==> src/hw/rtl/bftr_pkg.sv <==
package bftr_pkg;

  localparam int CFG_IDX_W  = 3;
  localparam int CFG_DATA_W = 32;
  localparam int IDX_W      = 33;
  localparam int BASE_W     = 14;

  localparam logic [CFG_IDX_W-1:0] REG_SCREEN_WIDTH = 3'd0;
  localparam logic [CFG_IDX_W-1:0] REG_LINE_PITCH   = 3'd1;
  localparam logic [CFG_IDX_W-1:0] REG_GLYPH_STRIDE = 3'd2;
  localparam logic [CFG_IDX_W-1:0] REG_DRAW_COLOUR  = 3'd3;
  localparam logic [CFG_IDX_W-1:0] REG_ORIGIN_X     = 3'd4;
  localparam logic [CFG_IDX_W-1:0] REG_ORIGIN_Y     = 3'd5;

  localparam logic [1:0] CMD_DRAW = 2'd0;
  localparam logic [1:0] CMD_LOAD = 2'd1;
  localparam logic [1:0] CMD_HOME = 2'd2;

  localparam logic [15:0] RST_SCREEN_WIDTH = 16'd640;
  localparam logic [15:0] RST_LINE_PITCH   = 16'd640;
  localparam logic [5:0]  RST_GLYPH_STRIDE = 6'd16;
  localparam logic [31:0] RST_DRAW_COLOUR  = 32'hFFFF_FFFF;
  localparam logic [15:0] RST_ORIGIN_X     = 16'd50;
  localparam logic [15:0] RST_ORIGIN_Y     = 16'd120;

  localparam logic [16:0] GLYPH_WIDTH = 17'd8;

  typedef struct packed {
    logic glyph_write;
    logic cursor_home;
    logic draw_setup;
    logic row_start;
    logic row_emit;
    logic cursor_step;
  } dp_cmd_t;

  typedef struct packed {
    logic out_free;
    logic row_last;
  } dp_sts_t;

endpackage

==> src/hw/rtl/bftr_ctrl.sv <==
module bftr_ctrl import bftr_pkg::*; (
  input  logic       clk,
  input  logic       rst_n,
  input  logic       in_valid,
  input  logic [1:0] in_command,
  input  logic       in_code_zero,
  output logic       in_ready,
  input  dp_sts_t    sts,
  output dp_cmd_t    cmd
);

  localparam logic [1:0] S_IDLE  = 2'd0;
  localparam logic [1:0] S_FETCH = 2'd1;
  localparam logic [1:0] S_EMIT  = 2'd2;

  logic [1:0] state_r;
  logic [1:0] state_nxt;
  logic       accept;

  assign in_ready = (state_r == S_IDLE);
  assign accept   = in_valid && in_ready;

  always_comb begin
    cmd       = '0;
    state_nxt = state_r;
    unique case (state_r)
      S_IDLE: begin
        cmd.glyph_write = accept && (in_command == CMD_LOAD);
        cmd.cursor_home = accept && (in_command == CMD_HOME);
        cmd.draw_setup  = accept && (in_command == CMD_DRAW) && !in_code_zero;
        if (cmd.draw_setup) begin
          state_nxt = S_FETCH;
        end
      end
      S_FETCH: begin
        cmd.row_start = 1'b1;
        state_nxt     = S_EMIT;
      end
      S_EMIT: begin
        if (sts.out_free) begin
          cmd.row_emit = 1'b1;
          if (sts.row_last) begin
            cmd.cursor_step = 1'b1;
            state_nxt       = S_IDLE;
          end
        end
      end
      default: begin
        state_nxt = S_IDLE;
      end
    endcase
  end

  always_ff @(posedge clk) begin
    if (!rst_n) begin
      state_r <= S_IDLE;
    end else begin
      state_r <= state_nxt;
    end
  end

endmodule

==> config.mk <==
export PLATFORM = sky130hd
export DESIGN_NAME = bftr_ctrl
export DESIGN_NICKNAME = d
export VERILOG_FILES = /design/src/hw/rtl/bftr_pkg.sv /design/src/hw/rtl/bftr_ctrl.sv
export SDC_FILE = /design/constraint.sdc
export NUM_CORES = 1
export LEC_CHECK = 0
export BUFFER_PORTS_ARGS = -buffer_cell sky130_fd_sc_hd__buf_2
export CAP_MARGIN = 20
export CORE_AREA = 2 2 39 41
export CTS_BUF_LIST = sky130_fd_sc_hd__clkbuf_16
export DETAILED_ROUTE_END_ITERATION = 8
export DIE_AREA = 0 0 41 43
export PLACE_DENSITY = 0.42
export SETUP_SLACK_MARGIN = 0.4
export SLEW_MARGIN = 20
export SYNTH_ARGS = -nofsm -noshare
export SYNTH_HDL_FRONTEND = slang
export SYNTH_SLANG_ARGS = --single-unit
==> constraint.sdc <==
create_clock -name clk -period 1.66 [get_ports clk]
set_input_delay 0.332 -clock clk [delete_from_list [all_inputs] [get_ports clk]]
set_output_delay 0.332 -clock clk [all_outputs]
set_load 0.1 [all_outputs]
==> summary.md <==
| Metric | Value |
|---|---|
| Die ar. | `1763 um^2` |
| Drt first-iter violations | `0` |
| First-pass GRT wire length | `655 um` |
| Post-DP HPWL | `356.9 um` |
| Syn_nets | `24` |
| Area Overhead vs Synth | `243.5%` |
| TNS Setup | `0 ps` |
| Crit end category | `output port` |
| WS Path Type | `reg2out` |
| Worst Setup SP | `state_r[0]` |
| Vias in the first global route | `188` |
| Via/cell ratio | `3.635` |
| PD cells | `1048 nW/um^2` |
| TritonCTS Buffers | `3` |
| Nets | `46` |
| Cell taking the most area after synthesis | `dfxtp_1` |
| WL/cell | `9.077 um` |
| # clock sinks | `2` |
| R2R depth | `4` |
| Relative slew slack | `0.8148` |
| DRT antenna net count | `0` |
| Most used DFF post-synth | `dfxtp_1` |
| Slew @ Worst Pin | `280.1 ps` |
| NetSw | `99.57 uW` |
| Worst reg2reg setup slack | `720 ps` |
| Worst Skew | `0.01958 ps` |
| Die H | `43 um` |
| Final setup fails | `0` |
| Synth warn | `0` |
| Row count | `14` |
| Reg with most FFs | `state_r` |
| Commonest cells in the netlist | `3 x nor2_1, 2 x and2_2, 2 x dfxtp_1` |
| Setup ws final | `98.85 ps` |
| IO Pins | `15` |
| Top-count cell post-synth | `nor2_1` |
| Period utilization | `0.9404` |
| Antenna cell count | `0` |
| Largest registers | `state_r (2)` |
| Fraction of layout cells with a size suffix above 1 | `0.8611` |
| RSZ-0062 raised after global routing | `yes` |
| FFs w/ async S/R, synth | `0` |
| H-tree Lvls | `1` |
| Status | `complete, no violations` |
| Mapped Cells | `16` |
| Placed Instances | `46` |
| Leakage power total | `0.2130 nW` |
| Clock transition at the registers of the reported paths | `30 ps` |
| Place WS | `180.6 ps` |
| Largest cells by area after synthesis | `dfxtp_1 30%, and2_2 11%, nor4b_2 11%` |
| HP Class | `in2reg` |
| Sw frac | `0.2047` |
| Synth Area per Inst | `8.446 um^2` |
| Core area | `1384 um^2` |
| Clk_lat worst skew | `220 ps` |
| MaxCap Viol Count | `0` |
| Clock Tree Buf Depth | `2` |
| Die extent in x | `41 um` |
| TritonCTS clock tree | `yes` |
| Post-synth top area share | `0.2963` |
| Overflow after GRT | `0` |
| Gr usage total | `0.05912` |
| Final Wtd Congestion | `0.5930` |
| Synth Cell Area | `135.1 um^2` |
| Post-synthesis cell type count | `12` |
| DR DRC count | `0` |
| Core Util, Final | `0.3354` |
| Max VDD drop | `0.4561 mV` |
| P_int | `386.8 uW` |
| Arrival @ worst endpoint | `1230 ps` |
| Pins Over Slew Limit | `0` |
| Worst R2R End | `state_r[1]` |
| Largest net degree at the start of global routing | `5` |
| Initial Util | `0.09765` |
| Critical Path End | `cmd[5]` |
| Number of I/O port buffers | `14` |
| Yosys reg bits | `2` |
| EDFF count, synth | `0` |
| Initial antenna violation count | `0` |
| DRT Pass-1 Iters | `1` |
| RR Startpoint | `state_r[0]` |
| Total routed wirelength | `472 um` |
| Filler Cell Count | `135` |
| Fin cells | `52` |
| CP max FO | `4` |
| FMAX | `640.6 MHz` |
| Sequential share of the synthesized area | `0.2963` |
| Comb power frac | `0.161` |
| Worst path required time | `1330 ps` |
| Crit path launch type | `flop` |
| Final hold vios | `0` |
| Reg power frac | `0.102` |
| Routed vias | `189` |
| Max reg flops | `2` |
| Root Buffer | `clkbuf_16` |
| Clock network power share | `0.737` |
| Minimum clock period | `1561 ps` |
-- layout make-up --
cell class / instances / area, um^2 / share of cell area
well taps: 16 / 20.02 / 0.04313
repair buffers: 17 / 188.9 / 0.4070
multi-input cells: 13 / 131.4 / 0.2830
clock buffers: 3 / 75.07 / 0.1617
inverters: 1 / 3.754 / 0.008086
flip-flops and latches: 2 / 45.04 / 0.09704
-- metrics by stage --
step | cell area, um^2 | power (mW) | hold WS [ps]
6_report | 464.2 | 0.4863 | 334.9
5_1_grt | 464.2 | 0.5003 | 345.8
4_1_cts | 451.7 | 0.4927 | 338.0
3_5_place_dp | 319.1 | 0.1221 | 563.8
3_3_place_gp | 319.1 | 0.1221 | 559.4
2_1_floorplan | 168.9 | 0.09598 | 449.5
-- cell usage in the layout (no fill, tap or decap) --
master	instances
a21oi_1	1
and2_4	3
and2b_2	1
and3_1	1
and4b_4	1
buf_12	6
buf_2	7
buf_4	3
buf_6	1
clkbuf_16	3
dfxtp_2	1
dfxtp_4	1
inv_1	1
nand2b_4	1
nor2_1	1
nor2_4	2
nor4b_4	1
o21a_1	1
-- power groups by stage --
stage / clock, mW / sequential [mW] / combinational (mW)
after floorplan: 0 / 0.0515 / 0.0445
after global placement: 0 / 0.0517 / 0.0704
after detailed placement: 0 / 0.0517 / 0.0704
after CTS: 0.366 / 0.0498 / 0.0770
after global routing: 0.369 / 0.0499 / 0.0816
final: 0.358 / 0.0497 / 0.0783
-- how the worst min path moves through the flow --
stage               start         end  cells after the start
floorplan           rst_n  state_r[1]                      1
global placement    rst_n  state_r[1]                      2
detailed placement  rst_n  state_r[1]                      2
CTS                 rst_n  state_r[1]                      2
global route        rst_n  state_r[1]                      2
finish              rst_n  state_r[1]                      2
-- critical path: stages (launching register included) --
cell and delay, ps:
dfxtp_4 350, buf_4 140, nor2_4 100, and4b_4 250, buf_12 170
-- cell families (layout without fill, tap and decap cells) --
| kind of cell | count (synthesis) | in the layout | share of synthesized area |
|---|---|---|---|
| flip-flops | 2 | 2 | 0.2963 |
| buffers and inverters | 1 | 21 | 0.02775 |
| AND/OR/NAND/NOR | 11 | 11 | 0.5834 |
| AO/OA/AOI/OAI | 2 | 2 | 0.09258 |
-- metal layers --
metal / vias to the layer above / routed length [um] / track usage / part of all wire
met5: - / 0 / 0 / 0
li1: 95 / - / - / -
met4: 0 / 0 / 0.06000 / 0
met2: 10 / 242 / 0.07813 / 0.51
met3: 0 / 46 / 0.03141 / 0.097
met1: 84 / 182 / 0.06070 / 0.39
-- timing repair --
item	CTS	global route
setup buffers	2	1
resized for setup	11	1
hold buffers	0	0
endpoints found under the hold margin	0	0
setup endpoints to repair	7	7
pin swaps	2	2
Note: power is estimated with default switching activity, not from simulation.
